### config.mk
export PLATFORM = sky130hd
export DESIGN_NAME = lcg_cell_eval
export DESIGN_NICKNAME = d
export VERILOG_FILES = /design/src/hdl/assert_macros.svh /design/src/hdl/lcg_pkg.sv /design/src/hdl/lcg_cell_eval.sv
export SDC_FILE = /design/constraint.sdc
export NUM_CORES = 1
export LEC_CHECK = 0
export BUFFER_PORTS_ARGS = -buffer_cell sky130_fd_sc_hd__buf_2
export CAP_MARGIN = 20
export CORE_AREA = 2 2 134 136
export DETAILED_ROUTE_END_ITERATION = 6
export DIE_AREA = 0 0 136 138
export SLEW_MARGIN = 20
export SYNTH_ARGS = -nofsm -noshare
export SYNTH_HDL_FRONTEND = slang
export SYNTH_SLANG_ARGS = --single-unit
### constraint.sdc
create_clock -name vclk -period 8.65
set_clock_uncertainty 0.1 [all_clocks]
set_input_delay 1.73 -clock vclk [all_inputs]
set_output_delay 1.73 -clock vclk [all_outputs]
set_load 0.02 [all_outputs]
### src/hdl/assert_macros.svh
// Assertion macros shared by the RTL.
// Each expects clk and arst_n in the scope of use.
`ifndef ASSERT_MACROS_SVH
`define ASSERT_MACROS_SVH
`ifndef ASSERT_OFF
`define LCG_ASSERT(lbl, cond, msg) \
	lbl: assert property (@(posedge clk) disable iff (!arst_n) (cond)) else $error(msg);
`define LCG_ASSERT_IMP(lbl, ante, cons, msg) \
	lbl: assert property (@(posedge clk) disable iff (!arst_n) (ante) |-> (cons)) \
		else $error(msg);
`define LCG_ASSERT_NXT(lbl, ante, cons, msg) \
	lbl: assert property (@(posedge clk) disable iff (!arst_n) (ante) |=> (cons)) \
		else $error(msg);
`else
`define LCG_ASSERT(lbl, cond, msg)
`define LCG_ASSERT_IMP(lbl, ante, cons, msg)
`define LCG_ASSERT_NXT(lbl, ante, cons, msg)
`endif
`endif

### src/hdl/lcg_pkg.sv
`timescale 1ns / 1ps
package lcg_pkg;
	localparam int MAX_COLS_DEF = 64;
	localparam int MAX_ROWS_DEF = 64;
	localparam int IDX_W = 11;
	localparam int PROG_W = 20;

	localparam logic [1:0] FN_LOAD = 2'd0;
	localparam logic [1:0] FN_SET  = 2'd1;
	localparam logic [1:0] FN_READ = 2'd2;
	localparam logic [1:0] FN_TICK = 2'd3;

	localparam logic REG_COLS = 1'b0;
	localparam logic REG_ROWS = 1'b1;
	localparam logic [6:0] AREA_RESET = 7'd64;

	typedef struct packed {
		logic [1:0]  func;
		logic [5:0]  col;
		logic [5:0]  row;
		logic        new_value;
		logic [15:0] truth_table;
		logic [3:0]  reach_bits;
	} cmd_t;

	typedef struct packed {
		logic read_value;
		logic done_res;
	} res_t;

	// bits 19:16 reach, 15:0 truth table
	typedef struct packed {
		logic [3:0]  reach;
		logic [15:0] tt;
	} prog_t;
endpackage

### src/hdl/lcg_cell_eval.sv
`timescale 1ns / 1ps
module lcg_cell_eval import lcg_pkg::*; #(
	parameter int MAX_COLS = MAX_COLS_DEF
) (
	input  logic [MAX_COLS-1:0]         win [5],
	input  prog_t                       prog,
	input  logic [$clog2(MAX_COLS)-1:0] c,
	input  logic                        area,
	output logic                        nxt
);
	localparam int CW = $clog2(MAX_COLS);
	localparam int XW = CW + 2;

	logic [XW-1:0] cx, dr, dl, ri, li;
	logic          right, up, left, down;
	logic [3:0]    idx;

	always_comb begin
		cx = XW'(c);
		dr = prog.reach[0] ? XW'(2) : XW'(1);
		dl = prog.reach[2] ? XW'(2) : XW'(1);
		ri = cx + dr;
		li = cx - dl;
		// win[2] is the cell's own row, rows above and below around it
		right = (ri < XW'(MAX_COLS)) ? win[2][ri[CW-1:0]] : 1'b0;
		left  = (cx >= dl) ? win[2][li[CW-1:0]] : 1'b0;
		up    = prog.reach[1] ? win[0][c] : win[1][c];
		down  = prog.reach[3] ? win[4][c] : win[3][c];
		idx   = {down, left, up, right};
		nxt   = area & prog.tt[idx];
	end
endmodule

; Word level (Yosys, flattened, before mapping)
; Index checks and enable logic that the tools add are counted.
[totals]
mem_bits_ro = 0
wordCells = 29
ramBits = 0
inputBits = 347
latchBits = 0
register_bits = 0
memories = 0
out_inout_bits = 1
[op_classes]
shift = 0
bitwise_logic = 1
magnitude_cmp = 6
eq_ne = 0
n_div = 0
n_reduce_logical = 0
muxes = 20
n_addsub = 2
n_mul = 0
[ops]
columns = operator, n
row1 = binary-select mux 1 bit (select 6 bit), 6
row2 = "less-than comparator 6 x 7 -> 1 bit, second input constant", 3
row3 = 2-to-1 mux 1 bit, 11
row4 = adder 6 x 2 -> 7 bit, 1
row5 = "less-than comparator 7 bit, second input constant", 1
row6 = greater-or-equal comparator 6 x 2 -> 1 bit, 1
row7 = subtractor 6 x 2 -> 6 bit, 1
row8 = "less-than comparator 4 x 5 -> 1 bit, second input constant", 1
row9 = binary-select mux 1 bit (select 4 bit), 1
row10 = 2-to-1 mux 2 bit, 2
row11 = AND 1 bit, 1

; Logic depth before layout (Yosys ltp)
; Gate-level depths: netlist of the first run.
[logic_depth]
depth_word = 8
depth_mapped = 18
mapped_depth_nobuf = 14

; Worst setup path before layout of the first run
; OpenSTA, ideal clock, no wires.
[synth_path]
path_kind = input -> output
from = input port c[0]
to = output port nxt
required_ns = 6.820
n_path_buf = 6
path_stages = 18
path_slack_ns = 1.034
t_arrival_ns = 5.786
cell_sequence = buf_2 buf_4 buf_2 buf_4 inv_1 ha_1 inv_1 fa_1 buf_1 clkbuf_1 mux4_2 mux2_2 o22ai_1 a211oi_1 nor2_1 mux2i_1 nor2_1 o32ai_1
[synth_between]
elab_chain_cells = 7
word_cells_on_any_way = 23
classes_between = 2 x add/sub / 2 x order compare / 18 x mux / 1 x bitwise
[synth_rtl]
columns = item, line
row1 = start: declaration, lcg_cell_eval.sv:7  ; input logic [$clog2(MAX_COLS)-1:0] c,
row2 = adder 6 x 2 -> 7 bit or subtractor 6 x 2 -> 6 bit (tied branches), "lcg_cell_eval.sv:22, lcg_cell_eval.sv:23"
row3 = binary-select mux 1 bit (select 6 bit) (on tied branches), "lcg_cell_eval.sv:25, lcg_cell_eval.sv:26"
row4 = 2-to-1 mux 1 bit (on tied branches) (2 in series), "lcg_cell_eval.sv:25, lcg_cell_eval.sv:26"
row5 = binary-select mux 1 bit (select 4 bit) (*), lcg_cell_eval.sv:30  ; nxt = area & prog.tt[idx];
row6 = 2-to-1 mux 1 bit (not written as such) (*), lcg_cell_eval.sv:30
row7 = AND 1 bit (*), lcg_cell_eval.sv:30
row8 = end: declaration, lcg_cell_eval.sv:9  ; output logic nxt
; Every way passes the cells marked *; elsewhere a longest branch is shown, timed or not. The select of a mux whose other input is x is not followed.

; Final worst setup path of the first run
; Same ends and word-level chain as after synthesis.

==> impl_metrics.ini, run 1 <==
[status]
status = completed

[worst_hold_path]
min_to = nxt
hp-start = area
min_path_cells = 4
hold_path.class = primary input to primary output

[worst_setup_path]
end_kind = primary output
crit_fanout = 26
critPathLaunchType = primary input
worstPathRequired_ns = 6.82
worstSetupPathType = primary input to primary output
cp.arrival_ns = 6.05

[run]
drv_cap = 0

[grt]
grt_max_degree = 61
grt_usage_pct = 16.9
grt_pass1_vias = 4602
antenna_found_initial = 2
grt_pass1_wl_mm = 25.1
grt.overflow.total = 0

[cells_and_area]
nFillCells = 1862
clockBufferCount = 0
final_util_pct = 31.9
diodes = 0
instances_no_fill = 876
regArea_um2 = 0
layout.nets = 1002
area_growth_pct = 52.0
design.seq.count = 0
drive_gt1_share_pct = 69.2

[power]
power.density_nw_per_um2 = 62.5
ir_worst_vdd_uv = 21.9
power_uw = 349
leakagePower_uw = 0.00262

[clock_network]
cts_hold_buf = 0
post_cts_resize_count = 0
postCtsSetupRepairBufs = 0

[die]
die_y_um = 138
start_util_pct = 21.0
die_w_um = 136
dieArea_um2 = 18800
fp-row-count = 49
core_um2 = 17500
ioPinCount = 348

[yosys]
synth_area_per_cell_um2 = 11.1
synth_cell_types = 44
synth_top_cell_area_share_pct = 52.7
synth-seq-area-share_pct = 0
synth-warning-count = 0
netlist_area_um2 = 3680
synth_nets = 683
synth_top_area_cell = mux4_2
synth_cells = 330
synthTopCellsByArea = mux4_2, mux2i_1, a221oi_1, nand2_1, a32oi_1

[sta]
worstMarginPinSlew_ns = 0.977
timing.fmax_mhz = 127
finalSetupTns_ns = 0
rsz0062_at_grt = no
finalCritPeriodShare_pct = 91.2
finalSetupViolCount = 0
hold_slack_ns = 3.79
hold_viol_final = 0
min_period_ns = 7.88
finalMaxSlewViolations = 0
max_slew_margin_pct = 34.9

[placed_design]
dp_hpwl_mm = 14.8
port_buffers = 348
gp_congestion = 0.897
place_inst = 875

[detailed_routing]
ant_nets = 0
routed_wl_mm = 17.0
drtIter0Drc = 222
vias_per_cell = 5.12
route.detailed.drc = 0
wl_per_cell_um = 19.4
vias = 4489
dr.pass1.iters = 4
[worst max-delay path by stage]
stage               startpoint   to  slack, ns  depth (start not counted)
detailed placement        c[0]  nxt       0.74                         15
floorplan                 c[0]  nxt       1.03                         18
CTS                       c[0]  nxt       0.74                         15
global route              c[0]  nxt       0.46                         15
finish                    c[0]  nxt       0.77                         15
global placement          c[0]  nxt       0.83                         15
[cell usage after synthesis, types with 4 or more instances]
cell type,number
mux4_2,86
mux2i_1,53
nand2_1,25
buf_2,13
buf_1,12
nor2_1,12
a221oi_1,11
a32oi_1,8
inv_1,8
nor2b_1,8
clkbuf_1,7
nand3_1,7
mux2_2,6
a21oi_1,5
a31oi_1,5
nor3_1,5
xnor2_1,5
a211oi_1,4
buf_4,4
ha_1,4
or3_1,4
[per-layer routing]
metal  track usage, %  wire, um  up-vias
met5                0        26        -
met4            0.274        68        4
met3             2.24      1310       12
met2             31.6      8870      225
met1             21.9      6760     2191
li1                 -         -     2057
[cell type report]
cell class / count / area [um2] / area share [%]
inverter: 9 / 33.8 / 0.604
multi-input combinational: 285 / 3490 / 62.4
tap: 229 / 287 / 5.12
timing repair buffer: 353 / 1780 / 31.9
[kinds of logic after synthesis]
family	after synthesis	share of synthesized area, %
compound gates	54	11.5
xor+xnor	9	2.35
fa+ha+maj	6	2.45
buf+inv	45	5.44
mux	145	68.9
simple gates	71	9.32
[report_power, final]
group	total (uW)	switching, uW	leakage, uW	internal [uW]
Sequential	0	0	0	0
Combinational	349	155	0.00262	194
Clock	0	0	0	0
Total	349	155	0.00262	194
[placed cells by master, fill, tap and decap left out, types with 3 or more instances in the layout]
cell type / instances
nor3_1: 5
or3_1: 4
a2111oi_0: 3
nand3_1: 7
xor2_1: 3
nand2_1: 25
nor2_1: 12
a21oi_1: 5
a31oi_1: 5
mux2_2: 6
a32oi_1: 8
ha_1: 4
o21ai_0: 3
nand3b_1: 3
buf_2: 347
xnor2_1: 5
mux2i_1: 53
buf_4: 6
mux4_2: 86
a211oi_1: 4
nor2b_1: 8
a221oi_1: 11
inv_1: 8
[worst max-delay path, stage by stage]
cell,delay (ns)
buf_4,0.36
ha_1,0.24
inv_1,0.05
fa_1,0.52
xnor2_4,0.37
buf_4,0.40
mux2i_1,0.23
a221oi_1,0.11
a221oi_1,0.34
a21oi_1,0.12
a211oi_4,0.59
mux2_2,0.40
o311ai_1,0.25
o32ai_1,0.14
buf_2,0.18
[metrics by stage]
step           setup slack [ns]  cell area, um2
6_report                  0.765            5590
5_1_grt                   0.456            5590
4_1_cts                   0.743            5580
3_5_place_dp              0.739            5580
3_3_place_gp              0.830            5580
2_1_floorplan              1.03            3680
No activity file was read; power rests on OpenSTA's default activity.
==> run 2: changes to the inputs <==
--- a/config.mk
+++ b/config.mk
@@ -5,11 +5,12 @@
 export SDC_FILE = /design/constraint.sdc
 export NUM_CORES = 1
 export LEC_CHECK = 0
+export ABC_AREA = 1
 export BUFFER_PORTS_ARGS = -buffer_cell sky130_fd_sc_hd__buf_2
 export CAP_MARGIN = 20
-export CORE_AREA = 2 2 134 136
+export CORE_AREA = 2 2 133 135
 export DETAILED_ROUTE_END_ITERATION = 6
-export DIE_AREA = 0 0 136 138
+export DIE_AREA = 0 0 135 137
 export SLEW_MARGIN = 20
 export SYNTH_ARGS = -nofsm -noshare
 export SYNTH_HDL_FRONTEND = slang
==> run 2 against run 1 <==
Against the previous run:
- core utilization up 4.1 points
- flip-flop and latch count unchanged
- global-route usage up 5.5 points
- worst setup slack better by 0.69 ns
- final area up 9.7%
- area after synthesis up 21%
- fmax up 9.6%
- sequential share of layout area unchanged
- via count up 64%
- first-iteration DRC count up 84%
- die area down 1.5%
- worst hold slack worse by 0.086 ns
- largest cell class unchanged
==> impl_metrics.ini, run 2 <==
[yosys]
synth_top_cell_area_share_pct = 35.4
synth_nets = 1291
netlist_area_um2 = 4470
synth-warning-count = 0
synth_commonest_cells = nand2_1, nand3_1, a21oi_1
synth_area_per_cell_um2 = 4.76
synth_cell_types = 35
synth_top_area_cell = nand2_1
synthTopCellsByArea = nand2_1, nand3_1, a21oi_1, buf_2, a22oi_1
synth_cells = 938
yosysMostFrequentCell = nand2_1
synth-seq-area-share_pct = 0

[worst_setup_path]
cp.arrival_ns = 5.36
critical_path.top_delay_family = buffers and inverters
cp.depth = 20
critPathLaunchType = primary input
cpMostUsedCell = nand3_1
critPathBufInv = 6
crit_fanout = 38
cp_slowest_cell = fa_1
worstPathRequired_ns = 6.82
path_cells = buf_4, inv_4, ha_1, inv_1, fa_1, inv_1, nand2_1, a21oi_1, o21ai_0, o21ai_0, nand2_1, nand3_1, nand3_1, nand3_1, inv_1, nand3_1, nand2_1, nor2_1, nor2_1, buf_2
end_kind = primary output
worstSetupPathType = primary input to primary output
max_stage_delay_ns = 0.90

[placed_design]
gp_congestion = 0.932
dp_hpwl_mm = 17.5
port_buffers = 348

[power]
p_switching_uw = 232
power.share.sequential_pct = 0
clock_power_share_pct = 0
combPwrFrac_pct = 100.0
power.density_nw_per_um2 = 63.6
ir_worst_vdd_uv = 24.3
leakagePower_uw = 0.00344
p_int_uw = 158
switching_share_pct = 59.4

[worst_hold_path]
hp-start = area
min_to = nxt
min_path_cells = 4
hold_path.class = primary input to primary output

[grt]
grt_max_degree = 95
grt_usage_pct = 22.5
grt_pass1_vias = 6932
grt-busiest-layer = met2
grt_use_met2_pct = 42.1
grt.overflow.total = 0
grt_pass1_wl_mm = 34.1
gr-usage-met3_pct = 2.26
met1_usage_pct = 27.1
antenna_found_initial = 2

[detailed_routing]
wl_per_cell_um = 15.4
routed_wl_mm = 22.2
dr.pass1.iters = 5
route.detailed.drc = 0
ant_nets = 0
drtIter0Drc = 409
vias_per_cell = 5.09
vias = 7366

[sta]
max_slew_margin_pct = 34.9
hold_viol_final = 0
hold_slack_ns = 3.71
worstMarginPinSlew_ns = 0.976
finalCritPeriodShare_pct = 83.1
finalSetupTns_ns = 0
timing.fmax_mhz = 139
finalSetupViolCount = 0
rsz0062_at_grt = no
min_period_ns = 7.19
finalMaxSlewViolations = 0

[die]
fp-row-count = 48
ioPinCount = 348
dieArea_um2 = 18500
start_util_pct = 26.2
die_y_um = 137
die_w_um = 135
core_um2 = 17100

[cells_and_area]
area_growth_pct = 37.3
final_common_cell = nand2_1
clockBufferCount = 0
drive_gt1_share_pct = 31.4
regArea_um2 = 0
layout.nets = 1576
final_cell_mix = nand2_1, buf_2, nand3_1
design.seq.count = 0

[clock_network]
cts_hold_buf = 0
postCtsSetupRepairBufs = 0
post_cts_resize_count = 0

[status]
status = completed

[run]
drv_cap = 0
## run 2: metrics by stage
stage               util (%)  std cells  setup slack (ns)  total power [uW]  cell area [um2]
floorplan                  -        938              2.29               251             4470
global placement        35.9       1446              1.50               389             6130
detailed placement      35.9       1446              1.49               389             6130
CTS                     35.9       1446              1.48               390             6130
global route            35.9       1446              1.11               440             6130
finish                  36.0       1447              1.46               390             6130
## run 2: cells by family after synthesis
family	Yosys count	share of synthesized area, %
compound gates	118	16.1
simple gates	695	67.4
xor+xnor	6	1.68
fa+ha+maj	6	2.02
buf+inv	113	12.8
## run 2: layer usage
| layer | routed length (um) | up-vias |
|---|---|---|
| met3 | 1810 | 46 |
| met1 | 8590 | 3264 |
| met4 | 646 | 2 |
| li1 | - | 3695 |
| met2 | 11200 | 359 |
| met5 | 12 | - |
## run 2: layout make-up
cell class / instances / area, um2
diodes: 1 / 2.50
repair buffers: 355 / 1800
inverters: 41 / 159
fillers: 2026 / 10900
multi-input cells: 825 / 3890
well taps: 225 / 282
## run 2: power by group through the flow
stage	clock, uW	sequential, uW	combinational [uW]
floorplan	0	0	251
global placement	0	0	389
detailed placement	0	0	389
CTS	0	0	390
global route	0	0	440
finish	0.0000155	0	390
## run 2: how the worst max path moves through the flow
stage	startpoint	to	slack, ns
2_1_floorplan	c[0]	nxt	2.29
3_5_place_dp	c[0]	nxt	1.49
4_1_cts	c[0]	nxt	1.48
6_report	c[0]	nxt	1.46
5_1_grt	c[0]	nxt	1.11
3_3_place_gp	c[0]	nxt	1.50
==> run 3: changes to the inputs <==
--- a/config.mk
+++ b/config.mk
@@ -5,12 +5,12 @@
 export SDC_FILE = /design/constraint.sdc
 export NUM_CORES = 1
 export LEC_CHECK = 0
-export ABC_AREA = 1
+export ABC_AREA = 0
 export BUFFER_PORTS_ARGS = -buffer_cell sky130_fd_sc_hd__buf_2
 export CAP_MARGIN = 20
-export CORE_AREA = 2 2 133 135
+export CORE_AREA = 2 2 134 136
 export DETAILED_ROUTE_END_ITERATION = 6
-export DIE_AREA = 0 0 135 137
+export DIE_AREA = 0 0 136 138
 export SLEW_MARGIN = 20
 export SYNTH_ARGS = -nofsm -noshare
 export SYNTH_HDL_FRONTEND = slang
==> constraint.sdc (replaced) <==
create_clock -name vclk -period 7.25
set_clock_uncertainty 0.1 [all_clocks]
set_input_delay 1.45 -clock vclk [all_inputs]
set_output_delay 1.45 -clock vclk [all_outputs]
set_load 0.02 [all_outputs]
==> run 3 against run 2 <==
Against the previous run:
- highest routed layer unchanged
- final area shrank 7.9%
- first-iteration DRC count shrank 49%
- worst hold slack lost 0.50 ns
- core utilization shrank 3.7 points
- critical path depth shrank 3
- die area grew 1.5%
- flip-flop and latch count is the same
- critical path type unchanged
- non-clock buffer count grew 3
==> impl_metrics.ini, run 3 (synthesized netlist as in run 1, its figures left out) <==
[detailed_routing]
drtIter0Drc = 208
route.detailed.drc = 0
vias_per_cell = 5.07
vias = 4485
dr.pass1.iters = 4
ant_nets = 0
routed_wl_mm = 17.0
wl_per_cell_um = 19.3

[power]
power.share.sequential_pct = 0
clock_power_share_pct = 0
ir_worst_vdd_uv = 36.1
leakagePower_uw = 0.00265
p_switching_uw = 187
power.density_nw_per_um2 = 74.9
p_int_uw = 236
switching_share_pct = 44.2
combPwrFrac_pct = 100.0

[sta]
rsz0062_at_grt = no
fin_ws_ns = 0.344
worstMarginPinSlew_ns = 1.06
finalSetupTns_ns = 0
max_slew_margin_pct = 28.8
finalMaxSlewViolations = 0
hold_viol_final = 0
timing.fmax_mhz = 145
finalSetupViolCount = 0
finalCritPeriodShare_pct = 95.3
min_period_ns = 6.91

[placed_design]
place_inst = 881
port_buffers = 348
dpl_worst_slack_ns = 0.290
dp_hpwl_mm = 14.9
gp_congestion = 0.872

[clock_network]
post_cts_resize_count = 0
cts_hold_buf = 0
postCtsSetupRepairBufs = 0

[worst_setup_path]
path_cells = buf_2, inv_1, ha_1, inv_1, fa_1, xnor2_4, buf_12, mux2i_1, a221oi_1, a22oi_1, nor3_1, a211oi_4, mux2i_1, mux2i_1, nor2_1, o32ai_1, buf_2
cp.depth = 17
cpMostUsedCell = mux2i_1
worstPathRequired_ns = 5.70
end_kind = primary output
crit_fanout = 20
worstSetupPathType = primary input to primary output
critical_path.top_delay_family = compound AO/OA/AOI/OAI gates
critPathBufInv = 5
cp_slowest_cell = a211oi_4
max_stage_delay_ns = 0.56
cp.arrival_ns = 5.36
critPathLaunchType = primary input

[status]
status = completed

[grt]
grt_max_degree = 60
grt_pass1_vias = 4580
grt_pass1_wl_mm = 24.9
grt.overflow.total = 0
grt_usage_pct = 16.9
antenna_found_initial = 3

[cells_and_area]
area_growth_pct = 53.6
instances_no_fill = 884
final_cell_mix = buf_2, mux4_2, mux2i_1
final_common_cell = buf_2
drive_gt1_share_pct = 69.5
nFillCells = 1836
layout.nets = 1007
design.seq.count = 0
regArea_um2 = 0
clockBufferCount = 0

[die]
die_w_um = 136
start_util_pct = 21.0
fp-row-count = 49
dieArea_um2 = 18800
ioPinCount = 348
die_y_um = 138
core_um2 = 17500

[run]
drv_cap = 0

[worst_hold_path]
min_path_cells = 4
hold_path.class = primary input to primary output
-- run 3: area by class of cell --
class              count  area, um2  area share, %
well taps            229        287           5.07
multi-input cells    285       3490           61.8
repair buffers       358       1830           32.4
diodes                 3       7.51          0.133
inverters              9       33.8          0.598
-- run 3: worst paths after layout --
path	slack, ns	to	startpoint
min	3.21	nxt	area
max	0.34	nxt	prog[16]
-- run 3: power groups by stage --
stage,registers [uW],logic [uW],clock network (uW)
detailed placement,0,428,0
finish,0,423,0.0000557
floorplan,0,265,0
global route,0,458,0.0000184
global placement,0,423,0
CTS,0,428,0
-- run 3: through the flow --
stage / utilization, % / power [uW] / hold WS (ns) / cell area (um2)
2_1_floorplan: - / 265 / 3.00 / 3680
3_3_place_gp: 32.2 / 423 / 3.22 / 5640
3_5_place_dp: 32.2 / 428 / 3.21 / 5640
4_1_cts: 32.2 / 428 / 3.21 / 5640
5_1_grt: 32.2 / 458 / 3.22 / 5640
6_report: 32.2 / 423 / 3.21 / 5650
-- run 3: per-layer routing --
layer / wire, um / global-route usage, %
met3: 1350 / 1.98
met2: 8940 / 31.1
met4: 129 / 1.15
met5: 23 / 0
met1: 6580 / 21.9
